===== src/sv/utcz_pkg.sv =====
// Shared types, constants and the month-length lookup for the UTC zone/date adjust block.
// No dependencies; every other file but utcz_if imports this package.
`default_nettype none
package utcz_pkg;

	localparam logic [3:0] MON_JAN = 4'd1;
	localparam logic [3:0] MON_FEB = 4'd2;
	localparam logic [3:0] MON_DEC = 4'd12;
	localparam logic [6:0] YEAR_LAST = 7'd99;
	localparam logic [6:0] YEAR_SPAN = 7'd100;
	localparam logic [6:0] HOURS_PER_DAY = 7'd24;
	localparam logic [4:0] FEB_LEAP_DAYS = 5'd29;

	// Stage 1 word: hour wrapped, month and year sanitised, day step pending
	typedef struct packed {
		logic [4:0] hour;
		logic [5:0] minute;
		logic [5:0] second;
		logic [6:0] hundredths;
		logic [4:0] day;
		logic [3:0] month;
		logic [6:0] year;
		logic       day_inc;
		logic       day_dec;
	} s1_word_t;

	// Stage 2 word: stage 1 plus the lengths of this and the previous month
	typedef struct packed {
		s1_word_t   base;
		logic [4:0] len_cur;
		logic [4:0] len_prev;
	} s2_word_t;

	// Stage 3 word: day and month final, year step pending
	typedef struct packed {
		logic [4:0] hour;
		logic [5:0] minute;
		logic [5:0] second;
		logic [6:0] hundredths;
		logic [4:0] day;
		logic [3:0] month;
		logic [6:0] year;
		logic       year_inc;
		logic       year_dec;
	} s3_word_t;

	// Result word
	typedef struct packed {
		logic [4:0] hour;
		logic [5:0] minute;
		logic [5:0] second;
		logic [6:0] hundredths;
		logic [4:0] day;
		logic [3:0] month;
		logic [6:0] year;
	} out_word_t;

	// Days in a month (1..12); February takes the leap length when asked
	function automatic logic [4:0] month_len(input logic [3:0] month, input logic leap);
		logic [4:0] len;
		case (month)
			4'd1, 4'd3, 4'd5, 4'd7, 4'd8, 4'd10, 4'd12: len = 5'd31;
			4'd4, 4'd6, 4'd9, 4'd11:                   len = 5'd30;
			MON_FEB:                                    len = leap ? FEB_LEAP_DAYS : 5'd28;
			default:                                    len = 5'd31;
		endcase
		return len;
	endfunction

endpackage
`default_nettype wire


===== src/sv/utcz_if.sv =====
// Channel interfaces: timestamp input, adjusted result output and zone offset write.
// Depends on nothing; used by the top level and its environment.
`default_nettype none
interface utcz_in_if;
	logic       valid;
	logic       ready;
	logic [4:0] hour_in;
	logic [5:0] minute_in;
	logic [5:0] second_in;
	logic [6:0] hundredths_in;
	logic [4:0] day_in;
	logic [3:0] month_in;
	logic [6:0] year_in;

	modport source (output valid, hour_in, minute_in, second_in, hundredths_in,
		day_in, month_in, year_in, input ready);
	modport sink (input valid, hour_in, minute_in, second_in, hundredths_in,
		day_in, month_in, year_in, output ready);
endinterface

interface utcz_out_if;
	logic       valid;
	logic       ready;
	logic [4:0] hour_out;
	logic [5:0] minute_out;
	logic [5:0] second_out;
	logic [6:0] hundredths_out;
	logic [4:0] day_out;
	logic [3:0] month_out;
	logic [6:0] year_out;

	modport source (output valid, hour_out, minute_out, second_out, hundredths_out,
		day_out, month_out, year_out, input ready);
	modport sink (input valid, hour_out, minute_out, second_out, hundredths_out,
		day_out, month_out, year_out, output ready);
endinterface

interface utcz_cfg_if;
	logic              valid;
	logic              ready;
	logic signed [4:0] zone_offset_hours;

	modport source (output valid, zone_offset_hours, input ready);
	modport sink (input valid, zone_offset_hours, output ready);
endinterface
`default_nettype wire


===== src/sv/utcz_shift.sv =====
// Stage 1: apply the zone offset to the hour, wrap it and note the day step.
// Depends on utcz_pkg.
`default_nettype none
module utcz_shift import utcz_pkg::*; (
	input  wire logic              clk,
	input  wire logic              arst_n,
	input  wire logic              en,
	input  wire logic              valid_i,
	input  wire logic signed [4:0] zone,
	input  wire logic [4:0]        hour,
	input  wire logic [5:0]        minute,
	input  wire logic [5:0]        second,
	input  wire logic [6:0]        hundredths,
	input  wire logic [4:0]        day,
	input  wire logic [3:0]        month,
	input  wire logic [6:0]        year,
	output logic                   valid_o,
	output s1_word_t               word_o
);

	logic     valid_s1;
	s1_word_t word_s1;
	s1_word_t word_d;
	logic [6:0] hsum;
	logic       hneg;
	logic       hover;

	// Add the offset in 7-bit two's complement and wrap once by a day
	always_comb begin
		hsum  = {2'b00, hour} + {{2{zone[4]}}, zone};
		hneg  = hsum[6];
		hover = !hsum[6] && (hsum >= HOURS_PER_DAY);

		word_d.minute     = minute;
		word_d.second     = second;
		word_d.hundredths = hundredths;
		word_d.day        = day;
		word_d.day_inc    = hover;
		word_d.day_dec    = hneg;
		if (hover) begin
			word_d.hour = 5'(hsum - HOURS_PER_DAY);
		end else if (hneg) begin
			word_d.hour = 5'(hsum + HOURS_PER_DAY);
		end else begin
			word_d.hour = hsum[4:0];
		end

		// Clamp the month code into January..December
		if (month < MON_JAN) begin
			word_d.month = MON_JAN;
		end else if (month > MON_DEC) begin
			word_d.month = MON_DEC;
		end else begin
			word_d.month = month;
		end

		// Fold a year code beyond the century back into 0..99
		if (year >= YEAR_SPAN) begin
			word_d.year = year - YEAR_SPAN;
		end else begin
			word_d.year = year;
		end
	end

	always_ff @(posedge clk or negedge arst_n) begin
		if (!arst_n) begin
			valid_s1 <= 1'b0;
		end else if (en) begin
			valid_s1 <= valid_i;
		end
	end

	always_ff @(posedge clk) begin
		if (en && valid_i) begin
			word_s1 <= word_d;
		end
	end

	assign valid_o = valid_s1;
	assign word_o  = word_s1;

endmodule
`default_nettype wire


===== src/sv/utcz_mlen.sv =====
// Stage 2: look up the length of the current and the previous month.
// Depends on utcz_pkg.
`default_nettype none
module utcz_mlen import utcz_pkg::*; (
	input  wire logic     clk,
	input  wire logic     arst_n,
	input  wire logic     en,
	input  wire logic     valid_i,
	input  wire s1_word_t word_i,
	output logic          valid_o,
	output s2_word_t      word_o
);

	logic       valid_s2;
	s2_word_t   word_s2;
	logic       leap;
	logic [3:0] prev_month;

	// Leap year when the two-digit year is a multiple of four
	always_comb begin
		leap = (word_i.year[1:0] == 2'b00);
		if (word_i.month == MON_JAN) begin
			prev_month = MON_DEC;
		end else begin
			prev_month = word_i.month - 4'd1;
		end
	end

	always_ff @(posedge clk or negedge arst_n) begin
		if (!arst_n) begin
			valid_s2 <= 1'b0;
		end else if (en) begin
			valid_s2 <= valid_i;
		end
	end

	always_ff @(posedge clk) begin
		if (en && valid_i) begin
			word_s2.base     <= word_i;
			word_s2.len_cur  <= month_len(word_i.month, leap);
			word_s2.len_prev <= month_len(prev_month, leap);
		end
	end

	assign valid_o = valid_s2;
	assign word_o  = word_s2;

endmodule
`default_nettype wire


===== src/sv/utcz_roll.sv =====
// Stage 3: step the day, roll it over the month ends and flag a year step.
// Depends on utcz_pkg.
`default_nettype none
module utcz_roll import utcz_pkg::*; (
	input  wire logic     clk,
	input  wire logic     arst_n,
	input  wire logic     en,
	input  wire logic     valid_i,
	input  wire s2_word_t word_i,
	output logic          valid_o,
	output s3_word_t      word_o
);

	logic       valid_s3;
	s3_word_t   word_s3;
	s3_word_t   word_d;
	logic [6:0] dstep;
	logic       under;
	logic       over;

	always_comb begin
		// Stepped day in two's complement, range -1..32
		dstep = {2'b00, word_i.base.day} + {6'd0, word_i.base.day_inc}
			- {6'd0, word_i.base.day_dec};
		under = dstep[6] || (dstep == 7'd0);
		over  = !dstep[6] && (dstep > {2'b00, word_i.len_cur});

		word_d.hour       = word_i.base.hour;
		word_d.minute     = word_i.base.minute;
		word_d.second     = word_i.base.second;
		word_d.hundredths = word_i.base.hundredths;
		word_d.year       = word_i.base.year;
		word_d.year_inc   = 1'b0;
		word_d.year_dec   = 1'b0;
		word_d.day        = dstep[4:0];
		word_d.month      = word_i.base.month;

		// Past the month end: first of next month, December wraps to January
		if (over) begin
			word_d.day = 5'd1;
			if (word_i.base.month == MON_DEC) begin
				word_d.month    = MON_JAN;
				word_d.year_inc = 1'b1;
			end else begin
				word_d.month = word_i.base.month + 4'd1;
			end
		// Before the first: last day of the previous month
		end else if (under) begin
			word_d.day = word_i.len_prev;
			if (word_i.base.month == MON_JAN) begin
				word_d.month    = MON_DEC;
				word_d.year_dec = 1'b1;
			end else begin
				word_d.month = word_i.base.month - 4'd1;
			end
		end
	end

	always_ff @(posedge clk or negedge arst_n) begin
		if (!arst_n) begin
			valid_s3 <= 1'b0;
		end else if (en) begin
			valid_s3 <= valid_i;
		end
	end

	always_ff @(posedge clk) begin
		if (en && valid_i) begin
			word_s3 <= word_d;
		end
	end

	assign valid_o = valid_s3;
	assign word_o  = word_s3;

endmodule
`default_nettype wire


===== src/sv/utcz_year.sv =====
// Stage 4: apply the year step with wrap across the century; output register.
// Depends on utcz_pkg.
`default_nettype none
module utcz_year import utcz_pkg::*; (
	input  wire logic     clk,
	input  wire logic     arst_n,
	input  wire logic     en,
	input  wire logic     valid_i,
	input  wire s3_word_t word_i,
	output logic          valid_o,
	output out_word_t     word_o
);

	logic      valid_s4;
	out_word_t word_s4;
	logic [6:0] year_d;

	// Advance or step back the year, 99 wraps to 0 and 0 back to 99
	always_comb begin
		if (word_i.year_inc) begin
			year_d = (word_i.year >= YEAR_LAST) ? 7'd0 : word_i.year + 7'd1;
		end else if (word_i.year_dec) begin
			year_d = (word_i.year == 7'd0) ? YEAR_LAST : word_i.year - 7'd1;
		end else begin
			year_d = word_i.year;
		end
	end

	always_ff @(posedge clk or negedge arst_n) begin
		if (!arst_n) begin
			valid_s4 <= 1'b0;
		end else if (en) begin
			valid_s4 <= valid_i;
		end
	end

	always_ff @(posedge clk) begin
		if (en && valid_i) begin
			word_s4.hour       <= word_i.hour;
			word_s4.minute     <= word_i.minute;
			word_s4.second     <= word_i.second;
			word_s4.hundredths <= word_i.hundredths;
			word_s4.day        <= word_i.day;
			word_s4.month      <= word_i.month;
			word_s4.year       <= year_d;
		end
	end

	assign valid_o = valid_s4;
	assign word_o  = word_s4;

endmodule
`default_nettype wire


===== src/sv/utc_time_zone_date_adjust_core.sv =====
// UTC to local time zone adjust with date rollover, top level.
// Channels: ts_in takes one UTC timestamp word (hour, minute, second,
// hundredths, day, month, two-digit year); ts_out gives the local time word;
// cfg writes the signed whole-hour zone offset (always ready).
// Pipeline: one register stage each for hour shift, month-length lookup, day/month
// rollover and year wrap.
// Throughput: one word per cycle; every stage holds one word and the
// pipeline takes a new word in each cycle that ts_out drains.
// Stall: when ts_out.ready is low the last stage holds its word; earlier
// stages keep filling any empty slot, and ts_in.ready drops only once all
// four stages are occupied. No word is lost or repeated.
// Reset: arst_n clears all valid bits and sets the zone offset to zero.
// Write the zone offset only while no word is in flight.
// Minute, second and hundredths pass through unaltered.
// Depends on utcz_pkg, utcz_if and the four stage modules.
`default_nettype none
module utc_time_zone_date_adjust_core import utcz_pkg::*; (
	input  wire logic clk,
	input  wire logic arst_n,
	utcz_in_if.sink   ts_in,
	utcz_out_if.source ts_out,
	utcz_cfg_if.sink  cfg
);

	logic signed [4:0] zone_q;
	logic      en1, en2, en3, en4;
	logic      v1, v2, v3, v4;
	s1_word_t  w1;
	s2_word_t  w2;
	s3_word_t  w3;
	out_word_t w4;

	// Zone offset register
	assign cfg.ready = 1'b1;
	always_ff @(posedge clk or negedge arst_n) begin
		if (!arst_n) begin
			zone_q <= 5'sd0;
		end else if (cfg.valid) begin
			zone_q <= cfg.zone_offset_hours;
		end
	end

	// Advance a stage when it is empty or the next one moves
	assign en4         = !v4 || ts_out.ready;
	assign en3         = !v3 || en4;
	assign en2         = !v2 || en3;
	assign en1         = !v1 || en2;
	assign ts_in.ready = en1;

	utcz_shift u_shift (
		.clk        (clk),
		.arst_n     (arst_n),
		.en         (en1),
		.valid_i    (ts_in.valid),
		.zone       (zone_q),
		.hour       (ts_in.hour_in),
		.minute     (ts_in.minute_in),
		.second     (ts_in.second_in),
		.hundredths (ts_in.hundredths_in),
		.day        (ts_in.day_in),
		.month      (ts_in.month_in),
		.year       (ts_in.year_in),
		.valid_o    (v1),
		.word_o     (w1)
	);

	utcz_mlen u_mlen (
		.clk     (clk),
		.arst_n  (arst_n),
		.en      (en2),
		.valid_i (v1),
		.word_i  (w1),
		.valid_o (v2),
		.word_o  (w2)
	);

	utcz_roll u_roll (
		.clk     (clk),
		.arst_n  (arst_n),
		.en      (en3),
		.valid_i (v2),
		.word_i  (w2),
		.valid_o (v3),
		.word_o  (w3)
	);

	utcz_year u_year (
		.clk     (clk),
		.arst_n  (arst_n),
		.en      (en4),
		.valid_i (v3),
		.word_i  (w3),
		.valid_o (v4),
		.word_o  (w4)
	);

	// Drive the result channel from the output stage
	assign ts_out.valid          = v4;
	assign ts_out.hour_out       = w4.hour;
	assign ts_out.minute_out     = w4.minute;
	assign ts_out.second_out     = w4.second;
	assign ts_out.hundredths_out = w4.hundredths;
	assign ts_out.day_out        = w4.day;
	assign ts_out.month_out      = w4.month;
	assign ts_out.year_out       = w4.year;

endmodule
`default_nettype wire


===== src/flat_wrapper.sv =====
// flat-port wrapper written by rule: the top's interface ports become plain ports
module utc_time_zone_date_adjust_core_flat import utcz_pkg::*;
  (clk, arst_n, ts_in_valid, ts_in_hour_in, ts_in_minute_in, ts_in_second_in, ts_in_hundredths_in, ts_in_day_in, ts_in_month_in, ts_in_year_in, ts_in_ready, ts_out_valid, ts_out_hour_out, ts_out_minute_out, ts_out_second_out, ts_out_hundredths_out, ts_out_day_out, ts_out_month_out, ts_out_year_out, ts_out_ready, cfg_valid, cfg_zone_offset_hours, cfg_ready);
  utcz_in_if ts_in_i ();
  utcz_out_if ts_out_i ();
  utcz_cfg_if cfg_i ();
  input  wire logic clk;
  input  wire logic arst_n;
  input wire logic [$bits(ts_in_i.valid)-1:0] ts_in_valid;
  input wire logic [$bits(ts_in_i.hour_in)-1:0] ts_in_hour_in;
  input wire logic [$bits(ts_in_i.minute_in)-1:0] ts_in_minute_in;
  input wire logic [$bits(ts_in_i.second_in)-1:0] ts_in_second_in;
  input wire logic [$bits(ts_in_i.hundredths_in)-1:0] ts_in_hundredths_in;
  input wire logic [$bits(ts_in_i.day_in)-1:0] ts_in_day_in;
  input wire logic [$bits(ts_in_i.month_in)-1:0] ts_in_month_in;
  input wire logic [$bits(ts_in_i.year_in)-1:0] ts_in_year_in;
  output wire logic [$bits(ts_in_i.ready)-1:0] ts_in_ready;
  output wire logic [$bits(ts_out_i.valid)-1:0] ts_out_valid;
  output wire logic [$bits(ts_out_i.hour_out)-1:0] ts_out_hour_out;
  output wire logic [$bits(ts_out_i.minute_out)-1:0] ts_out_minute_out;
  output wire logic [$bits(ts_out_i.second_out)-1:0] ts_out_second_out;
  output wire logic [$bits(ts_out_i.hundredths_out)-1:0] ts_out_hundredths_out;
  output wire logic [$bits(ts_out_i.day_out)-1:0] ts_out_day_out;
  output wire logic [$bits(ts_out_i.month_out)-1:0] ts_out_month_out;
  output wire logic [$bits(ts_out_i.year_out)-1:0] ts_out_year_out;
  input wire logic [$bits(ts_out_i.ready)-1:0] ts_out_ready;
  input wire logic [$bits(cfg_i.valid)-1:0] cfg_valid;
  input wire logic [$bits(cfg_i.zone_offset_hours)-1:0] cfg_zone_offset_hours;
  output wire logic [$bits(cfg_i.ready)-1:0] cfg_ready;
  assign ts_in_i.valid = ts_in_valid;
  assign ts_in_i.hour_in = ts_in_hour_in;
  assign ts_in_i.minute_in = ts_in_minute_in;
  assign ts_in_i.second_in = ts_in_second_in;
  assign ts_in_i.hundredths_in = ts_in_hundredths_in;
  assign ts_in_i.day_in = ts_in_day_in;
  assign ts_in_i.month_in = ts_in_month_in;
  assign ts_in_i.year_in = ts_in_year_in;
  assign ts_in_ready = ts_in_i.ready;
  assign ts_out_valid = ts_out_i.valid;
  assign ts_out_hour_out = ts_out_i.hour_out;
  assign ts_out_minute_out = ts_out_i.minute_out;
  assign ts_out_second_out = ts_out_i.second_out;
  assign ts_out_hundredths_out = ts_out_i.hundredths_out;
  assign ts_out_day_out = ts_out_i.day_out;
  assign ts_out_month_out = ts_out_i.month_out;
  assign ts_out_year_out = ts_out_i.year_out;
  assign ts_out_i.ready = ts_out_ready;
  assign cfg_i.valid = cfg_valid;
  assign cfg_i.zone_offset_hours = cfg_zone_offset_hours;
  assign cfg_ready = cfg_i.ready;
  utc_time_zone_date_adjust_core u_core (.clk(clk), .arst_n(arst_n), .ts_in(ts_in_i), .ts_out(ts_out_i), .cfg(cfg_i));
endmodule

===== config.mk =====
export PLATFORM = sky130hd
export DESIGN_NAME = utc_time_zone_date_adjust_core_flat
export DESIGN_NICKNAME = d
export VERILOG_FILES = /design/src/sv/utcz_pkg.sv /design/src/sv/utcz_if.sv /design/src/sv/utcz_shift.sv /design/src/sv/utcz_mlen.sv /design/src/sv/utcz_roll.sv /design/src/sv/utcz_year.sv /design/src/sv/utc_time_zone_date_adjust_core.sv /design/src/flat_wrapper.sv
export SDC_FILE = /design/constraint.sdc
export NUM_CORES = 1
export LEC_CHECK = 0
export ABC_CLOCK_PERIOD_IN_PS = 5500
export BUFFER_PORTS_ARGS = -buffer_cell sky130_fd_sc_hd__clkbuf_2
export CORE_ASPECT_RATIO = 0.75
export CORE_UTILIZATION = 40
export DETAILED_ROUTE_END_ITERATION = 8
export GPL_TIMING_DRIVEN = 0
export SYNTH_ARGS = -nofsm -noshare
export SYNTH_HDL_FRONTEND = slang
export SYNTH_HIERARCHICAL = 1
export SYNTH_SLANG_ARGS = --single-unit

===== constraint.sdc =====
create_clock -name clk -period 5.5 [get_ports clk]
set_clock_uncertainty 0.2 [all_clocks]
set_input_delay 0.55 -clock clk [delete_from_list [all_inputs] [get_ports clk]]
set_output_delay 0.55 -clock clk [all_outputs]
set_load 0.03 [all_outputs]

# After elaboration in Yosys (flattened, before gate mapping)
# Index checks and enable logic that the tools add are counted.
# W data, S select, Z words.
[totals] output_inout_bits=43 regBits=185 wordCells=115 in_bits=50
[op_classes] n_reduce_logical=24 n_eq_ne=13 magnitude_cmp=6 mux=18 bitwise=1 addsub=11
[ops] cell="$mux W7" count=5
[ops] cell="$eq A4 B4 Y1 const B" count=5
[ops] cell="$mux W4" count=5
[ops] cell="$eq A4 B3 Y1 const B" count=4
[ops] cell="$ge A7 B7 Y1 const B" count=2
[ops] cell="$logic_not A7 Y1" count=2
[ops] cell="$mux W5" count=2
[ops] cell="$mux W9" count=1
[ops] cell="$eq A4 B1 Y1 const B" count=2
[ops] cell="$eq A4 B2 Y1 const B" count=2
[ops] cell="$pmux W2 S2" count=2
[ops] cell="$reduce_or A4 Y1" count=2
[ops] cell="$sub A4 B1 Y4 const B" count=2
[ops] cell="$add A6 B5 Y7" count=1
[ops] cell="$add A7 B1 Y7 const B" count=1
[ops] cell="$ge A7 B5 Y1 const B" count=1
[ops] cell="$gt A7 B5 Y1" count=1
[ops] cell="$sub A7 B1 Y7" count=1
[ops] cell="$sub A7 B1 Y7 const B" count=1
[ops] cell="$sub A7 B7 Y7 const B" count=1
[ops] cell="$add A5 B1 Y6" count=1
[ops] cell="$logic_and A1 B1 Y1" count=6
[ops] cell="$logic_not A1 Y1" count=6
[ops] cell="$add A5 B5 Y5 const B" count=1
[ops] cell="other kinds (9)" count=16

# Logic depth before layout (Yosys ltp)
[depth] depth_word=6 ltp_mapped=16 ltp_nobuf=15

# Modules after synthesis
# Netlist, hierarchy kept.
[by_module_without_submodules] module="utcz_roll" cells_per_inst=152 instances=1 area_each_um2=2097.0
[by_module_without_submodules] module="utcz_shift" cells_per_inst=121 instances=1 area_each_um2=1824.2
[by_module_without_submodules] module="utcz_year" cells_per_inst=100 instances=1 area_each_um2=1620.3
[by_module_without_submodules] module="utcz_mlen" cells_per_inst=67 instances=1 area_each_um2=1547.7
[by_module_without_submodules] module="utc_time_zone_date_adjust_core" cells_per_inst=17 instances=1 area_each_um2=217.7

# Worst setup path before layout
# No wires, ideal clock.
[synth_timing] kind="reg-to-reg" from="register u_core.u_mlen.word_s2, in the netlist u_core/u_mlen/word_o[10]" to="register u_core.u_roll.word_s3, in the netlist u_core/u_roll/word_o[9], data pin" path_stages_with_launch=16 n_path_buf=1 arrival_ns=3.414 required_time_ns=5.041 setup_time_ns=0.259 path_slack_ns=1.627 synth_period_minus_slack_ns=3.873 cell_sequence="edfxtp_1 ha_1 inv_1 ha_1 fa_1 a21o_1 a21oi_2 xor2_1 ha_1 and2_0 a221o_1 a22o_1 and2_4 buf_6 a21o_1 a211o_1"
[synth_lines] item="start, declared" line="utcz_mlen.sv:15" text="s2_word_t word_s2;"
[synth_lines] item="end signal, assigned" line="utcz_roll.sv:69" text="word_s3 <= word_d;"
[synth_lines] item="end, declared" line="utcz_roll.sv:15" text="s3_word_t word_s3;"

==> impl_metrics.yaml <==
detailed_routing:
  avgRoutedWirePerCell_um: 13.53
  routed_via_density: 4.780
  vias: 3977
  drt_first_pass_iters: 5
  drt-total-wl_um: 11260
  final_antenna_net_count: 0
  drc: 0
  drtIter0Drc: 206
global_route:
  antenna_found_initial: 0
  grt_pass1_vias: 3762
  grt_use_total_pct: 12.84
  grt_first_pass_wirelength_um: 18200
  gr-total-overflow: 0
  grt_max_degree: 38
power:
  clkPwrFrac_pct: 32.4
  p_per_area_nw_per_um2: 407.6
  power.switching_mw: 0.9721
  swShare_pct: 27.26
  combPwrFrac_pct: 17.4
  worst_ir_drop_vdd_v: 0.0001803
  p_int_mw: 2.594
  power_frac_seq_pct: 50.2
  leakage_nw: 3.419
sta:
  hold_ws_ns: 0.1019
  hold_viol: 0
  fin_crit_ns: 4.200
  rsz0062_at_grt: "no"
  setup-tns-final_ns: 0
  slew_headroom_pct: 63.62
  drv_slew: 0
  clock.fmax_ghz: 0.2381
  worstMarginPinSlew_ns: 0.5458
  period_share_pct: 76.36
  setup_violations: 0
finish:
  fillCellCount: 1516
  area_growth_syn_to_layout_pct: 19.74
  fin_nets: 656
  drive_gt1_share_pct: 29.15
  antennaDiodeCount: 0
synth:
  ys_seq_area_share_pct: 72.95
  avgSynthCellArea_um2: 15.99
  ys_types: 64
  synth-main-ff-cell: "edfxtp_1"
  netlist_area_um2: 7307
  async_flop_share_pct: 5.028
  ys_warn_count: 6
  syn_inst: 457
  synth-edff-count: 170
  ys_ff_latch: 179
floorplanning:
  dieHeight_um: 119.1
  core_um2: 17760
  io_pins: 93
  fp.dieW_um: 158.1
  start_util_pct: 41.14
  dieArea_um2: 18820
  rows: 42
clocking:
  path_clk_slew_ns: 0.07
  cts_hold_buf: 1
  cts-resized-gates: 0
  clock_latency_ns: 0.41
  cts.path.max_buffers: 2
  cts-root-buf: "clkbuf_16"
  h-tree-depth: 4
  cts_tree: "yes"
  cts_setup_buffers: 0
  cts_buffers: 17
  numClockSinks: 179
critical_path:
  rr_worst_depth: 15
  worst_ep_required_time_ns: 5.47
  cp_max_fo: 10
  critPathLaunch: "u_core/u_mlen/word_o[10]"
  worstSetupPathType: "reg -> reg"
  critPathArrivalTime_ns: 4.17
  reg2reg_from: "u_core/u_mlen/word_o[10]"
  start_kind: "flip-flop"
  end_kind: "flip-flop"
min_path:
  hold_path_startpoint: "ts_in_hundredths_in[6]"
  hold_class: "in -> reg"
  holdPathStages: 1
status:
  status: "finished, final reports clean"
place:
  gp_congestion: 0.8213
  hpwl_um: 7946
  portBuffers: 91
run:
  drv_cap: 0
==> Yosys cell counts (7+ instances only) <==
cell type	n	area (µm²)
a21oi_1	23	115.1
nor2_1	19	71.32
edfxtp_1	170	5105
and2_1	7	43.79
mux2_2	10	112.6
ha_1	27	337.8
nand2_1	18	67.56
dfrtp_1	9	225.2
inv_1	33	123.9
nand3_1	10	50.05
buf_4	9	67.56
==> routing by layer <==
layer  vias up  track usage [%]  part of all wire (%)
li1       1966                -                     -
met1      1907            16.00                    46
met2       102            20.76                    49
met3         2            5.022                   4.3
met4         0            3.425                  0.31
met5         -                0                     0
==> power groups by stage <==
stage	logic (mW)	registers (mW)	clock network, mW
after floorplan	0.327	1.93	0
after global placement	0.590	1.82	0
after detailed placement	0.622	1.82	0
after CTS	0.626	1.79	1.19
after global routing	0.680	1.81	1.26
final	0.620	1.79	1.16
==> cells in the final DEF, fill, tap and decap left out, types with 9 or more instances in the layout <==
cell type and count:
edfxtp_1 170, clkbuf_2 91, inv_1 33, ha_1 27, a21oi_1 23, nor2_1 19, nand2_1 18, clkbuf_16 17
nand3_1 10, mux2_2 10, buf_4 9, dfrtp_1 9
==> state kept, by name, summed over array words and instances (netlist names) <==
| register | count |
|---|---|
| u_core/u_mlen/valid_o | 1 |
| u_core/u_mlen/word_o | 46 |
| u_core/u_roll/valid_o | 1 |
| u_core/u_roll/word_o | 42 |
| u_core/u_shift/valid_o | 1 |
| u_core/u_shift/word_o | 42 |
| u_core/u_year/valid_o | 1 |
| u_core/u_year/word_o | 40 |
| u_core/zone_q | 5 |
==> area by class of cell <==
cell class	count	area [µm²]	share of cell area [%]
inverters	33	123.9	1.416
flip-flops and latches	179	5330	60.92
well taps	242	302.8	3.461
clock buffers	18	429.2	4.905
clock inverters	14	141.4	1.616
repair buffers	96	545.5	6.235
multi-input cells	236	1775	20.29
plain buffers	14	101.3	1.158
==> through the flow <==
stage	total power, mW	util (%)	area, µm²	worst slack (ns)	cells
3_5_place_dp	2.444	45.99	8169	1.305	799
5_1_grt	3.744	49.26	8750	1.154	832
2_1_floorplan	2.255	-	7326	1.627	462
4_1_cts	3.612	49.26	8750	1.280	832
6_report	3.566	49.26	8750	1.300	832
3_3_place_gp	2.413	45.51	8084	1.333	795
==> worst max-delay path: stages, from the launching register on <==
cell,delay (ns)
edfxtp_1,0.37
ha_1,0.29
inv_1,0.04
ha_1,0.20
fa_1,0.43
a21o_1,0.21
a21oi_2,0.25
xor2_1,0.15
ha_1,0.30
and2_0,0.18
a221o_1,0.30
a22o_1,0.28
and2_4,0.19
buf_6,0.13
a21o_1,0.15
a211o_1,0.29
==> cell families after synthesis <==
kind of cell	share of synthesized area (%)
AOI/OAI and AO/OA	7.997
muxes	2.089
xor gates and xnor gates	1.199
and+or+nand+nor	7.414
buffers and inverters	3.082
adders and majority gates	5.171
other	0.1028
DFF	72.95
==> worst paths after layout <==
kind / to / slack [ns]
max: u_core/u_roll/word_o[9] / 1.30
min: u_core/u_shift/word_o[24] / 0.10
max reg2reg: u_core/u_roll/word_o[9] / 1.30
min reg2reg: u_core/u_roll/word_o[8] / 0.21
max in group asynchronous: u_core/zone_q[4] / 4.59
min in group asynchronous: u_core/zone_q[2] / 0.32
No activity file was read; power rests on OpenSTA's default activity.
